**src/rtl/ushs_pkg.sv**
```systemverilog
// ----------------------------------------------------------------------------
// ushs_pkg
// Shared types and constants for the ungapped diagonal segment scanner.
// ----------------------------------------------------------------------------
package ushs_pkg;

  // Command codes
  typedef enum logic {
    CMD_LOAD  = 1'b0,
    CMD_SCORE = 1'b1
  } cmd_t;

  localparam int LETTER_W    = 5;
  localparam int VALUE_W     = 8;
  localparam int SCORE_W     = 24;
  localparam int POS_W       = 16;
  // pair score plus bias fits in 9 signed bits
  localparam int TERM_W      = VALUE_W + 1;
  // running sum plus term, signed, with headroom
  localparam int ACC_W       = SCORE_W + 2;
  localparam int QUEUE_DEPTH = 4;
  localparam logic [SCORE_W-1:0] SUM_MAX = {SCORE_W{1'b1}};

  // Input item
  typedef struct packed {
    cmd_t                       cmd;
    logic [LETTER_W-1:0]        query_letter;
    logic [LETTER_W-1:0]        target_letter;
    logic signed [VALUE_W-1:0]  table_value;
    logic signed [VALUE_W-1:0]  bias;
    logic                       last;
  } in_item_t;

  // Result item
  typedef struct packed {
    logic [SCORE_W-1:0] best_score;
    logic [POS_W-1:0]   hsp_start;
    logic [POS_W-1:0]   hsp_length;
  } out_item_t;

  // Classified score step handed from front to back
  typedef struct packed {
    logic signed [TERM_W-1:0] term;
    logic                     last;
  } step_t;

endpackage

```
**src/rtl/ushs_queue.sv**
```systemverilog
// ----------------------------------------------------------------------------
// ushs_queue
// Small FIFO of classified score steps between the front and back ends.
// ----------------------------------------------------------------------------
module ushs_queue (
  input  logic            clk,
  input  logic            rst_n,
  input  logic            push,
  input  ushs_pkg::step_t push_data,
  output logic            full,
  input  logic            pop,
  output logic            head_valid,
  output ushs_pkg::step_t head_data
);
  import ushs_pkg::*;

  localparam int PTR_W = $clog2(QUEUE_DEPTH);
  localparam int CNT_W = $clog2(QUEUE_DEPTH + 1);

  step_t             entries [QUEUE_DEPTH];
  logic [PTR_W-1:0]  wr_ptr_r, wr_ptr_nxt;
  logic [PTR_W-1:0]  rd_ptr_r, rd_ptr_nxt;
  logic [CNT_W-1:0]  count_r, count_nxt;
  logic              do_push, do_pop;

  assign full       = (count_r == CNT_W'(QUEUE_DEPTH));
  assign head_valid = (count_r != '0);
  assign head_data  = entries[rd_ptr_r];
  assign do_push    = push && !full;
  assign do_pop     = pop && head_valid;

  // Storage
  always_ff @(posedge clk) begin
    if (do_push) begin
      entries[wr_ptr_r] <= push_data;
    end
  end

  // Pointers and fill count
  always_comb begin
    wr_ptr_nxt = do_push ? wr_ptr_r + PTR_W'(1) : wr_ptr_r;
    rd_ptr_nxt = do_pop  ? rd_ptr_r + PTR_W'(1) : rd_ptr_r;
    count_nxt  = count_r + CNT_W'(do_push) - CNT_W'(do_pop);
  end

  always_ff @(posedge clk) begin
    if (!rst_n) begin
      wr_ptr_r <= '0;
      rd_ptr_r <= '0;
      count_r  <= '0;
    end else begin
      wr_ptr_r <= wr_ptr_nxt;
      rd_ptr_r <= rd_ptr_nxt;
      count_r  <= count_nxt;
    end
  end

endmodule

```
**config.mk**
```make
export PLATFORM = sky130hd
export DESIGN_NAME = ushs_queue
export DESIGN_NICKNAME = d
export VERILOG_FILES = /design/src/rtl/ushs_pkg.sv /design/src/rtl/ushs_queue.sv
export SDC_FILE = /design/constraint.sdc
export NUM_CORES = 1
export LEC_CHECK = 0
export BUFFER_PORTS_ARGS = -buffer_cell sky130_fd_sc_hd__buf_4
export CAP_MARGIN = 20
export CORE_MARGIN = 1
export CORE_UTILIZATION = 60
export DETAILED_ROUTE_END_ITERATION = 8
export PLACE_DENSITY = 0.87
export SLEW_MARGIN = 20
export SYNTH_ARGS = -nofsm -noshare
export SYNTH_HDL_FRONTEND = slang
export SYNTH_SLANG_ARGS = --single-unit
export TNS_END_PERCENT = 10
```
**constraint.sdc**
```tcl
create_clock -name clk -period 5.5 [get_ports clk]
set_input_delay 0 -clock clk [delete_from_list [all_inputs] [get_ports clk]]
set_output_delay 0 -clock clk [all_outputs]
set_load 0.01 [all_outputs]
```
# After elaboration in Yosys (flattened, before gate mapping)
# Memory sizes are Yosys's and may differ from the RTL's. A register that Yosys moved wholly into a read port is not among the register bits.
# Cells that the tools add are included.
# word_totals
word_cells	17
mem_bits_rw	40
n_memories	1
latchBits	0
rom_bits	0
ff_bits	7
# op_classes
div_mod_pow	0
n_mul	0
order_cmp	0
n_eq_ne	1
n_addsub	4
n_mux	4
shifts	0
bitwise	0
n_reduce_logical	4
# memory_table
name	words	word_bits	read_ports	rd_clocked_by_memory_dff	wr	line_no	rtl
entries	4	10	1	1	1	ushs_queue.sv:20	step_t entries [QUEUE_DEPTH];
# op_table
operator	count
adder 2 x 1 -> 2 bit (second input constant)	2
2-to-1 mux 2 bit	2
adder 3 x 1 -> 3 bit	1
equality test 3 bit (second input constant)	1
nonzero test 3 bit	1
subtractor 3 x 1 -> 3 bit	1
logical AND 1 bit	2
2-to-1 mux 1 bit	2
zero test 1 bit	1

# Depth between registers and ports, before layout
# depth
ltp_word	5
mapped_depth	12
mapped_depth_nobuf	11

# Worst setup path before layout
# Ideal clock, no wire load.
# synth_path
path_kind	reg-to-reg
startpoint	register count_r[1]
endpoint	register count_r[2]
setup_time_ns	0.115
setup_slack_ns	3.286
path_buffers	1
path_stages_with_launch	13
t_arrival_ns	2.099
synth_period_minus_slack_ns	2.214
cell_sequence	dfxtp_1 > nor3b_2 > nor2b_1 > buf_6 > inv_1 > ha_1 > inv_1 > ha_1 > inv_1 > fa_1 > xnor2_1 > xnor2_1 > and2_1
# synth_via
elab_chain_cells	5
word_cells_on_any_way	7
classes_between	add/sub: 2; eq/ne: 1; reduce/logical: 4
# synth_lines
element	line_no	rtl
start, declared	ushs_queue.sv:23	logic [CNT_W-1:0] count_r, count_nxt;
start signal, assigned	ushs_queue.sv:54	count_r <= count_nxt;
equality test 3 bit	ushs_queue.sv:26	assign full = (count_r == CNT_W'(QUEUE_DEPTH));
via full	ushs_queue.sv:10	output logic full,
zero test 1 bit	ushs_queue.sv:29	assign do_push = push && !full;
logical AND 1 bit	ushs_queue.sv:29	
adder 3 x 1 -> 3 bit	ushs_queue.sv:43	count_nxt = count_r + CNT_W'(do_push) - CNT_W'(do_pop);
subtractor 3 x 1 -> 3 bit	ushs_queue.sv:43	
# The timed path passes the listed nets, and every way through them passes these cells.
# A chain may end at the register's enable or synchronous reset.

# Worst setup path after layout
# layout_path
startpoint	register count_r[1]
endpoint	register count_r[2]
# layout_via
elab_chain_cells	5
word_cells_on_any_way	7
classes_between	add/sub: 2; eq/ne: 1; reduce/logical: 4
# layout_lines
element	line_no
equality test 3 bit	ushs_queue.sv:26
zero test 1 bit	ushs_queue.sv:29
logical AND 1 bit	ushs_queue.sv:29
adder 3 x 1 -> 3 bit	ushs_queue.sv:43
subtractor 3 x 1 -> 3 bit (*)	ushs_queue.sv:43
# Mark *: on every way between the ends. The rest lies on a longest branch, timed or not.

==> flow_summary.ini <==
[status]
status = finished clean

[routing]
ant_nets = 0
first_pass_iters = 4
vias = 949
first_iter_violations = 13
wl_um = 3140
wire_per_inst_um = 17.1
drc = 0
via_per_inst = 5.16

[sta]
tightest_slew_ps = 657
fin_skew_ps = 8.87
finalHoldViolations = 0
setup_viol_count_final = 0
rsz0062_at_grt = no
hold_ws_ps = 106
finalCritPeriodShare_pct = 46.0
drv_slew = 0
tns_ps = 0
max-slew-margin-rel_pct = 56.2
max_freq_mhz = 395
post-route-min-period_ps = 2530

[finish]
nets = 160
multi_input_area_um2 = 498
drive_gt1_share_pct = 32.9
diodes = 0
fillers = 206
regArea_um2 = 1380
area_delta_synth_final_pct = 22.4

[power]
irDropWorstVdd_v = 0.000277
powerDensity_nw_per_um2 = 436
static-leakage-power_nw = 0.852

[grt]
grt_pass1_wl_um = 4860
grt_antenna_before_repair = 0
grt_pass1_vias = 989
grt.overflow.total = 0
track_usage_pct = 21.7
grt_max_degree = 17

[setup_path]
crit_slowest_cell = dfxtp_1
cp.arrival_ps = 2800
cp.required_ps = 5770
cp_cell_sequence = nor3b_2 > nor2b_1 > inv_1 > ha_1 > inv_1 > ha_1 > inv_1 > fa_1 > xnor2_1 > xnor2_1 > and2_1
crit_path_end_kind = flip-flop
critPathKind = reg2reg
crit_path_max_incr_delay_ps = 490
path_common_cell = inv_1
crit_fanout = 7
worst_setup_path_start_kind = flip-flop
rrSetupSlack_ps = 2970

[die]
io_pins = 26
core_area_um2 = 3050
die_x_um = 58.7
initial_utilization_pct = 63.1
die_h_um = 58.7
die-area_um2 = 3440
fp-row-count = 20

[yosys]
synth_edf_count = 40
synth_flop_cell = edfxtp_1
yosysSeqAreaShare_pct = 71.7
synthCells = 100
ys.warnings.count = 0
ys_types = 19
async_flop_share_pct = 0
ys_ff_latch = 49
synth_area_per_cell_um2 = 19.3
syn_nets = 121
synth_area_um2 = 1930

[clocking]
clk_latency_ps = 370
path_clk_slew_ps = 130
clk_path_buf_depth = 2
cts_hold_buf = 11
cts.root.buffer_cell = clkbuf_4
tritoncts = done
cts_buffers = 5
cts.sinks = 49
htree_levels = 2
post_cts_buffers = 0
cts_resized = 0

[flow_run]
max_cap_viol_count = 0

[placement]
place.gp.congestion = 0.754
io_buffers = 25
hpwl_um = 2170

[hold_path]
hp-class = in2reg
[final timing paths]
| path | startpoint | endpoint | cells past startpoint |
|---|---|---|---|
| worst min-delay path | pop | flip-flop | 4 |
| worst max-delay path | count_r[1] | count_r[2] | 11 |
| worst max register to register | count_r[1] | count_r[2] | 11 |
| worst min register to register | wr_ptr_r[1] | wr_ptr_r[1] | 2 |
[cell usage in the layout, fill, tap and decap left out]
master         count
clkbuf_4           5
xnor2_1            4
nor3b_2            1
bufinv_16          2
nor2b_1            4
fa_1               1
or3_2              1
inv_1              5
o311ai_1           1
inv_6              1
edfxtp_1          40
dlygate4sd3_1     11
and2_1             7
ha_1               6
o31a_2             1
mux2i_1            2
dfxtp_1            9
nand2_1            4
mux4_2            10
buf_4             25
[registers in the layout (all words and copies together), names as in the netlist, named ones only]
signal    cells
rd_ptr_r      2
count_r       3
wr_ptr_r      2
entries      40
[final cells by class]
cell class | instances | share of cell area (%)
repair buffers | 36 | 12.6
clock inverters | 3 | 2.92
clock buffers | 5 | 1.59
inverters | 5 | 0.796
multi-input cells | 42 | 21.1
well taps | 44 | 2.34
flip-flops and latches | 49 | 58.6
[kinds of logic (layout without fill, tap and decap cells)]
family,after synthesis,in the layout,synth area share [%]
XOR/XNOR,4,4,1.82
adder cells (fa/ha/maj),7,7,4.94
AND/OR/NAND/NOR,17,17,5.39
AO/OA/AOI/OAI,2,2,0.975
buffers and inverters,9,49,2.40
multiplexers,12,12,12.7
flip-flops,49,49,71.7
[per-stage QoR]
step	util, %	worst slack (ps)	cell area, µm²	power [W]	std cells
2_1_floorplan	-	3290	1930	0.000678	100
3_3_place_gp	70.1	3170	2140	0.000761	165
3_5_place_dp	70.1	2990	2140	0.000779	165
4_1_cts	77.2	2960	2360	0.00104	184
5_1_grt	77.2	2760	2360	0.00108	184
6_report	77.2	2970	2360	0.00103	184
[per-layer routing]
layer	part of all wire [%]	track usage (%)
met1	37	23.7
met2	57	38.4
met3	3.4	6.81
met4	1.7	10.2
met5	0	0
[critical path, delay by kind of cell (launching register included)]
kind | cells | cell delay [ps]
and+or+nand+nor | 3 | 640
xor gates and xnor gates | 2 | 270
adders and majority gates | 3 | 820
buffers and inverters | 3 | 220
DFF | 1 | 490
[where the power goes]
group          switching [W]  internal (W)
combinational       0.000111      0.000158
clock               0.000112      0.000143
sequential         0.0000478      0.000455
[Yosys cell counts, types with 2 or more instances]
cell type   n  area, µm²
and2_1      7       43.8
dfxtp_1     9        180
edfxtp_1   40       1200
ha_1        6       75.1
inv_1       5       18.8
mux2i_1     2       20.0
mux4_2     10        225
nand2_1     4       15.0
nor2b_1     4       25.0
xnor2_1     4       35.0
Power figures use the tool's default switching activity.
