$ cat src/rtl/ushs_pkg.sv
// ----------------------------------------------------------------------------
// ushs_pkg
// Shared types and constants for the ungapped diagonal segment scanner.
// ----------------------------------------------------------------------------
package ushs_pkg;

  // Command codes
  typedef enum logic {
    CMD_LOAD  = 1'b0,
    CMD_SCORE = 1'b1
  } cmd_t;

  localparam int LETTER_W    = 5;
  localparam int VALUE_W     = 8;
  localparam int SCORE_W     = 24;
  localparam int POS_W       = 16;
  // pair score plus bias fits in 9 signed bits
  localparam int TERM_W      = VALUE_W + 1;
  // running sum plus term, signed, with headroom
  localparam int ACC_W       = SCORE_W + 2;
  localparam int QUEUE_DEPTH = 4;
  localparam logic [SCORE_W-1:0] SUM_MAX = {SCORE_W{1'b1}};

  // Input item
  typedef struct packed {
    cmd_t                       cmd;
    logic [LETTER_W-1:0]        query_letter;
    logic [LETTER_W-1:0]        target_letter;
    logic signed [VALUE_W-1:0]  table_value;
    logic signed [VALUE_W-1:0]  bias;
    logic                       last;
  } in_item_t;

  // Result item
  typedef struct packed {
    logic [SCORE_W-1:0] best_score;
    logic [POS_W-1:0]   hsp_start;
    logic [POS_W-1:0]   hsp_length;
  } out_item_t;

  // Classified score step handed from front to back
  typedef struct packed {
    logic signed [TERM_W-1:0] term;
    logic                     last;
  } step_t;

endpackage

$ cat src/rtl/ushs_back.sv
// ----------------------------------------------------------------------------
// ushs_back
// Running-sum segment tracker: adds each step, keeps the best segment and
// drives the result register on the last pair of a diagonal.
// ----------------------------------------------------------------------------
module ushs_back #(
  parameter int MAX_LEN = 65535
) (
  input  logic                clk,
  input  logic                rst_n,
  input  logic                head_valid,
  input  ushs_pkg::step_t     head_data,
  output logic                pop,
  output logic                out_valid,
  input  logic                out_ready,
  output ushs_pkg::out_item_t out_data
);
  import ushs_pkg::*;

  localparam logic [POS_W-1:0] LEN_CAP = POS_W'(MAX_LEN);

  logic [SCORE_W-1:0]     run_sum_r, run_sum_nxt;
  logic [SCORE_W-1:0]     best_r, best_nxt;
  logic [POS_W-1:0]       pos_r, pos_nxt;
  logic [POS_W-1:0]       run_start_r, run_start_nxt;
  logic [POS_W-1:0]       run_len_r, run_len_nxt;
  logic [POS_W-1:0]       best_start_r, best_start_nxt;
  logic [POS_W-1:0]       best_len_r, best_len_nxt;
  logic                   out_valid_r, out_valid_nxt;
  out_item_t              out_data_r;
  logic signed [ACC_W-1:0] sum_raw;
  logic signed [ACC_W-1:0] sum_sat;
  logic                   emit;

  function automatic logic [POS_W-1:0] sat_inc(input logic [POS_W-1:0] v);
    sat_inc = (v >= LEN_CAP) ? LEN_CAP : v + POS_W'(1);
  endfunction

  // A last step may go only when the result register is free or draining
  assign pop  = head_valid && (!head_data.last || !out_valid_r || out_ready);
  assign emit = pop && head_data.last;

  // Add the step and saturate at the top of the score range
  assign sum_raw = $signed({2'b00, run_sum_r}) + ACC_W'(head_data.term);
  assign sum_sat = (sum_raw > $signed({2'b00, SUM_MAX})) ?
                   $signed({2'b00, SUM_MAX}) : sum_raw;

  // Segment update
  always_comb begin
    run_sum_nxt    = run_sum_r;
    best_nxt       = best_r;
    pos_nxt        = pos_r;
    run_start_nxt  = run_start_r;
    run_len_nxt    = run_len_r;
    best_start_nxt = best_start_r;
    best_len_nxt   = best_len_r;
    if (pop) begin
      priority if (sum_sat > $signed({2'b00, best_r})) begin
        run_sum_nxt    = sum_sat[SCORE_W-1:0];
        run_len_nxt    = sat_inc(run_len_r);
        best_nxt       = sum_sat[SCORE_W-1:0];
        best_start_nxt = run_start_r;
        best_len_nxt   = run_len_nxt;
      end else if (sum_sat > 0) begin
        run_sum_nxt = sum_sat[SCORE_W-1:0];
        run_len_nxt = sat_inc(run_len_r);
      end else begin
        run_sum_nxt   = '0;
        run_start_nxt = sat_inc(pos_r);
        run_len_nxt   = '0;
      end
      pos_nxt = sat_inc(pos_r);
    end
  end

  // Run state; cleared after the last pair of a diagonal
  always_ff @(posedge clk) begin
    if (!rst_n || emit) begin
      run_sum_r    <= '0;
      best_r       <= '0;
      pos_r        <= '0;
      run_start_r  <= '0;
      run_len_r    <= '0;
      best_start_r <= '0;
      best_len_r   <= '0;
    end else begin
      run_sum_r    <= run_sum_nxt;
      best_r       <= best_nxt;
      pos_r        <= pos_nxt;
      run_start_r  <= run_start_nxt;
      run_len_r    <= run_len_nxt;
      best_start_r <= best_start_nxt;
      best_len_r   <= best_len_nxt;
    end
  end

  // Result register
  always_comb begin
    out_valid_nxt = out_valid_r && !out_ready;
    if (emit) begin
      out_valid_nxt = 1'b1;
    end
  end

  always_ff @(posedge clk) begin
    if (emit) begin
      out_data_r.best_score <= best_nxt;
      out_data_r.hsp_start  <= best_start_nxt;
      out_data_r.hsp_length <= best_len_nxt;
    end
  end

  always_ff @(posedge clk) begin
    if (!rst_n) begin
      out_valid_r <= 1'b0;
    end else begin
      out_valid_r <= out_valid_nxt;
    end
  end

  assign out_valid = out_valid_r;
  assign out_data  = out_data_r;

endmodule

$ cat config.mk
export PLATFORM = sky130hd
export DESIGN_NAME = ushs_back
export DESIGN_NICKNAME = d
export VERILOG_FILES = /design/src/rtl/ushs_pkg.sv /design/src/rtl/ushs_back.sv
export SDC_FILE = /design/constraint.sdc
export NUM_CORES = 1
export LEC_CHECK = 0
export ABC_CLOCK_PERIOD_IN_PS = 20600
export BUFFER_PORTS_ARGS = -buffer_cell sky130_fd_sc_hd__buf_4
export CAP_MARGIN = 20
export CELL_PAD_IN_SITES_DETAIL_PLACEMENT = 1
export CELL_PAD_IN_SITES_GLOBAL_PLACEMENT = 2
export CORE_AREA = 2 2 161 163
export CTS_CLUSTER_DIAMETER = 60
export DETAILED_ROUTE_END_ITERATION = 16
export DIE_AREA = 0 0 163 165
export PLACE_DENSITY_LB_ADDON = 0.3
export SLEW_MARGIN = 25
export SYNTH_ARGS = -nofsm -noshare
export SYNTH_HDL_FRONTEND = slang
export SYNTH_SLANG_ARGS = --single-unit
$ cat constraint.sdc
create_clock -name clk -period 20.6 [get_ports clk]
set_input_delay 4.12 -clock clk [delete_from_list [all_inputs] [get_ports clk]]
set_output_delay 4.12 -clock clk [all_outputs]
set_load 0.03 [all_outputs]
# After elaboration in Yosys (flattened, before gate mapping)

Cells that the tools add are included.

Mux-type cells: 14
Add/subtract/negate cells: 3
Shifts and indexed selects: 0
Equality and inequality tests: 0
Divide/modulo/power cells: 0
Reduce and logical (&&, ||, !) cells: 11
Magnitude comparators: 5
Bitwise logic cells: 2
$mul: 0

Operators with widths:

| kind                  | count |
|---|---|
| $mux 16               | 8 |
| $mux 24               | 4 |
| $add 16x1->16 const B | 2 |
| $ge 16x16->1 const B  | 2 |
| $add 25x9->26         | 1 |
| $gt 26x1->1 const B   | 1 |
| $gt 26x25->1          | 1 |
| $gt 26x25->1 const B  | 1 |
| $mux 26               | 1 |
| $logic_not 1->1       | 4 |
| $logic_and 1x1->1     | 3 |
| $logic_or 1x1->1      | 3 |
| $reduce_and 3->1      | 1 |
| $not 1->1             | 2 |
| $mux 1                | 1 |

Input bits: 14
Output and inout port bits: 58
Memories kept: 0
Memory bits (writable): 0
Latch bits: 0
Bits in read-only memories: 0
Logic and storage cells: 46
Flip-flop bits (word level): 185

# Longest topological paths before layout

Depth in word-level cells: 6
Depth in mapped cells: 27
Depth with buffers taken out: 24

# Worst setup path after synthesis

No wires, ideal clock.

Path kind: input -> register
From: input head_data[1] (netlist bit)
To: register run_start_r[10]
Setup slack: 11.093 ns
Setup time: 0.119 ns
Data required time: 20.481 ns
Stages on the path: 26
Path buffers: 3
Arrival time: 9.388 ns
Cells stage by stage: ha_1 inv_1 fa_1 nand2b_1 a211oi_2 o21a_1 o211ai_2 a21oi_1 o21bai_1 or3_1 a21o_1 buf_2 clkbuf_1 nand2_1 ha_1 a211oi_1 nand2_1 a2111oi_0 o311ai_0 o21ai_0 nand4_1 or4_4 o211ai_2 o31ai_4 buf_6 o221a_2

Longest elaborated chain between the ends: 6
Elaborated cells between the ends (all ways): 8
Those cells by class: add/sub (1); order compare (3); mux (1); bitwise (2); reduce/logical (1)

RTL lines:

| element                                     | RTL line                         | source |
|---|---|---|
| start, declared                             | ushs_back.sv:12                  | `input ushs_pkg::step_t head_data,` |
| $add 25x9->26 (*)                           | ushs_back.sv:44                  | `assign sum_raw = $signed({2'b00, run_sum_r}) + ACC_W'(head_data.term);` |
| $gt 26x25->1                                | ushs_back.sv:45                  | `assign sum_sat = (sum_raw > $signed({2'b00, SUM_MAX})) ?` |
| $mux 26 (*)                                 | ushs_back.sv:45                  |  |
| $gt 26x1->1 or $gt 26x25->1 (tied branches) | ushs_back.sv:64, ushs_back.sv:58 |  |
| $not 1->1 (no line)                         | --                               |  |
| $reduce_and 3->1 (no line) (*)              | --                               |  |
| end signal, assigned                        | ushs_back.sv:90                  | `run_start_r <= run_start_nxt;` |
| end, declared                               | ushs_back.sv:25                  | `logic [POS_W-1:0] run_start_r, run_start_nxt;` |

Every way passes the cells marked *; elsewhere a longest branch is shown, timed or not.
A chain may end at the register's enable or synchronous reset.

# Final worst setup path

From: input head_data[1] (netlist bit)
To: register run_sum_r[8]

Longest elaborated chain between the ends: 6
Elaborated cells between the ends (all ways): 7
Those cells by class: add/sub (1); order compare (3); mux (3)

RTL lines:

| element              | RTL line        | source |
|---|---|---|
| $add 25x9->26 (*)    | ushs_back.sv:44 |  |
| $gt 26x25->1         | ushs_back.sv:45 |  |
| $mux 26 (*)          | ushs_back.sv:45 |  |
| $gt 26x1->1          | ushs_back.sv:64 | `end else if (sum_sat > 0) begin` |
| $mux 24              | ushs_back.sv:64 |  |
| $mux 24 (*)          | ushs_back.sv:58 | `priority if (sum_sat > $signed({2'b00, best_r})) begin` |
| end signal, assigned | ushs_back.sv:87 | `run_sum_r <= run_sum_nxt;` |
| end, declared        | ushs_back.sv:22 | `logic [SCORE_W-1:0] run_sum_r, run_sum_nxt;` |

Marks and branches as above.

==> impl_metrics.csv <==
group,metric,value,unit
power_and_ir_drop,switching_share,30.86,%
final_layout,final_layout_size_suffix_gt1_share,17.02,%
worst_setup_path,crit_family,"compound AO/OA/AOI/OAI gates",
power_and_ir_drop,power.switching,294.5,uW
final_layout,antenna_cells,0,
worst_setup_path,slowest_delay,0.56,ns
grt,grt_max_degree,93,
die,io-pin-count,72,
die,start_util,37.83,%
final_layout,multiInputGateArea,0.004756,mm2
synthesis,synthDistinctLibCells,76,
timing,post-route-period-util,50.83,%
placement,port-buffer-count,71,
timing,hold_violations,0,
timing,tightest_slew,0.8879,ns
worst_setup_path,cp-end-kind,"flip-flop",
routing,met2_wirelength,11610,um
timing,setup_viol,0,
placement,place.gp.congestion,0.8232,
grt,grt_pass1_vias,7305,
worst_setup_path,arrival,10.79,ns
final_layout,final_area,0.01085,mm2
synthesis,ys.flop_type,"dfxtp_1",
routing,top_layer,"met4",
timing,slew_violations,0,
hold_path,hold_class,"flip-flop to flip-flop",
worst_setup_path,cpMaxStageDelayCell,"or4_4",
synthesis,yosys_warnings,0,
timing,rsz0062_at_grt,"false",
routing,vias,7332,
grt,overflow,0,
worst_setup_path,critPathMaxFanout,41,
die,core_area,0.02504,mm2
final_layout,n_fill_cell,2847,
final_layout,nets,1093,
grt,antenna_found_initial,0,
die,die_w,163,um
worst_setup_path,path_class,"primary input to flip-flop",
routing,antenna_left,0,
power_and_ir_drop,ir_drop,42.79,uV
clock_network,cts_tree,"done",
placement,post_dp_cell_area,0.01022,mm2
routing,first_pass_iters,4,
timing,slew_headroom,40.81,%
timing,tns,0,ns
worst_setup_path,crit_required,20.92,ns
clock_network,cts_resized,0,
power_and_ir_drop,power_frac_comb,20.3,%
synthesis,ys_seq_elements,185,
clock_network,clkLatencyLatePin,0.44,ns
die,rows,58,
power_and_ir_drop,intPower,660.0,uW
routing,wirelength,24830,um
routing,drt_iter0_drc,349,
grt,grt_pass1_wl,40200,um
synthesis,syn_avg_cell_area,9.664,um2
power_and_ir_drop,seqPwrFrac,43.2,%
synthesis,async_reset_ff_share,0,%
clock_network,cts_num_sinks,185,
placement,dpl.hpwl,17540,um
final_layout,syn_to_final_growth,14.53,%
timing,fmax,95.50,MHz
routing,wl_met1,12100,um
routing,routed-wl-met3,701,um
power_and_ir_drop,powerDensity,88.00,mW/mm2
clock_network,h-tree-depth,4,
timing,post-route-min-period,10.47,ns
grt,grtUsageTotal,19.09,%
clock_network,cts_setup_buffers,0,
status,status,"finished clean",
final_layout,seq_area,0.004264,mm2
synthesis,synthesis.instances,980,
clock_network,cts_hold_buf,0,
final_layout,final_util,43.32,%
routing,drc,0,
run,max_cap_viol_count,0,
synthesis,ys_seq_area_share,45.03,%
clock_network,cts_buffer_depth,2,
synthesis,syn_area,0.009470,mm2
synthesis,synth_edf_count,56,
power_and_ir_drop,clockPowerShare,36.5,%
timing,hold_ws,0.4677,ns
die,die_area,0.02690,mm2
clock_network,root_buffer,"clkbuf_16",
timing,fin_skew,0.01801,ns
routing,wl_per_cell,18.12,um
die,die_h,165,um
worst_setup_path,worstSetupStartpointType,"primary input",
clock_network,cts.clk_slew.worst_paths,0.07,ns
power_and_ir_drop,leakage,0.004333,uW
worst_setup_path,path_buf_inv,4,
synthesis,synth.net_count,1046,
clock_network,cts_buffers,17,
power_and_ir_drop,finalPower,954.5,uW
routing,vias_per_cell,5.352,
[path summary, 6_finish.rpt]
kind	startpoint	end	slack (ns)	depth (start not counted)
hold / removal	run_start_r[14]	run_start_r[14]	0.47	2
hold reg to reg	run_start_r[14]	run_start_r[14]	0.47	2
setup / recovery	head_data[1]	run_sum_r[8]	10.13	26
setup reg to reg	run_sum_r[0]	run_sum_r[8]	13.49	25
[cell type report]
class	instances	area share, %
clock buffer	17	3.922
clock inverter	15	1.880
inverter	47	1.626
multi-input combinational	695	43.85
sequential	185	39.31
tap	330	3.807
timing repair buffer	81	5.606
[kinds of logic (layout without fill, tap and decap cells)]
| kind of cell | after synthesis | count (layout) | synth area share [%] |
|---|---|---|---|
| AO/OA/AOI/OAI | 277 | 277 | 20.21 |
| XOR/XNOR | 32 | 32 | 2.959 |
| adder cells (fa/ha/maj) | 52 | 52 | 6.949 |
| buffers and inverters | 100 | 160 | 4.835 |
| flip-flops | 185 | 185 | 45.03 |
| multiplexers | 32 | 32 | 3.713 |
| AND/OR/NAND/NOR | 302 | 302 | 16.30 |
[per-layer routing]
metal	vias up	GRT usage [%]
met5	-	0
met4	0	5.551
met2	105	31.39
met1	3560	26.02
li1	3646	-
met3	21	2.938
[sequential cells by signal, summed over array words and instances, names as in the netlist]
signal and cells:
best_len_r 16, best_r 24, best_start_r 16, out_data 56, out_valid 1, pos_r 16
run_len_r 16, run_start_r 16, run_sum_r 24
[cells in the final DEF (no fill, tap or decap), types with 4 or more instances in the layout]
master       n
a21oi_1     66
nand3_1     26
clkbuf_16   17
o22ai_1      6
nor3_1      12
edfxtp_1    56
xor2_1      13
dfxtp_1    129
nand2_1     81
a22o_1      24
mux2i_1      7
and2_1      64
nand4_1     12
and4_1       4
buf_4       81
o2bb2ai_1    6
inv_1       46
o21a_1      15
xnor2_1     19
a211oi_1     5
o21ai_0     52
and3_1      10
o21ai_1      6
nor2_1      63
ha_1        51
nand2b_1     6
a211o_1      5
a31oi_1     30
a21o_1      10
o221a_2     14
inv_8        5
mux2_2      25
[through the flow]
step | instances | setup slack (ns)
6_report | 1370 | 10.13
5_1_grt | 1370 | 9.516
4_1_cts | 1370 | 10.11
3_5_place_dp | 1338 | 9.735
3_3_place_gp | 1338 | 9.888
2_1_floorplan | 980 | 11.09
[power by group through the flow]
stage               registers [uW]  clock network (uW)  logic [uW]
floorplan                      434                   0         124
global placement               421                   0         193
detailed placement             421                   0         194
CTS                            413                 358         196
global route                   415                 371         218
finish                         413                 349         193
[Yosys cell counts, types with 3 or more instances]
| library cell | number | area, um2 |
|---|---|---|
| buf_2 | 15 | 75.07 |
| dfxtp_1 | 129 | 2582 |
| and4_1 | 4 | 35.03 |
| ha_1 | 51 | 638.1 |
| o2bb2ai_1 | 6 | 52.55 |
| nand4_1 | 12 | 75.07 |
| o211a_1 | 3 | 30.03 |
| o21ai_1 | 6 | 30.03 |
| mux2_2 | 25 | 281.5 |
| mux2i_1 | 7 | 70.07 |
| buf_4 | 4 | 30.03 |
| and3_1 | 10 | 62.56 |
| nand2b_1 | 6 | 37.54 |
| a31oi_1 | 30 | 187.7 |
| nor3_1 | 12 | 60.06 |
| nand3b_1 | 3 | 22.52 |
| inv_1 | 47 | 176.4 |
| a21oi_1 | 66 | 330.3 |
| a21o_1 | 10 | 75.07 |
| o21ai_0 | 52 | 260.3 |
| a22oi_1 | 3 | 22.52 |
| edfxtp_1 | 56 | 1682 |
| a21oi_2 | 3 | 26.28 |
| a22o_1 | 24 | 210.2 |
| and2_1 | 65 | 406.6 |
| buf_6 | 5 | 56.30 |
| nor2_1 | 63 | 236.5 |
| nand3_1 | 26 | 130.1 |
| xor2_1 | 13 | 113.9 |
| nand2_1 | 81 | 304.0 |
| or3_1 | 3 | 18.77 |
| a21bo_2 | 3 | 30.03 |
| clkbuf_1 | 26 | 97.59 |
| a211oi_1 | 5 | 37.54 |
| o21a_1 | 15 | 112.6 |
| a211o_1 | 5 | 43.79 |
| nor2b_1 | 3 | 18.77 |
| o221a_2 | 14 | 157.7 |
| xnor2_1 | 19 | 166.4 |
| o22ai_1 | 6 | 37.54 |
[worst register-to-register path, stage by stage, from the launching register on]
cell	delay [ns]
dfxtp_1	0.37
ha_1	0.19
inv_1	0.06
fa_1	0.41
nand2b_1	0.19
a211oi_2	0.39
o21a_1	0.33
o211ai_2	0.15
a21oi_1	0.18
o21bai_1	0.11
or3_1	0.36
a21o_1	0.18
buf_4	0.26
nand2_1	0.16
ha_1	0.27
a211oi_1	0.29
nand2_1	0.13
a2111oi_0	0.48
o311ai_0	0.19
o21ai_0	0.40
nand4_1	0.14
or4_4	0.56
o21ai_1	0.18
nand2_1	0.41
buf_4	0.39
a22o_1	0.21
Note: power is estimated with default switching activity, not from simulation.
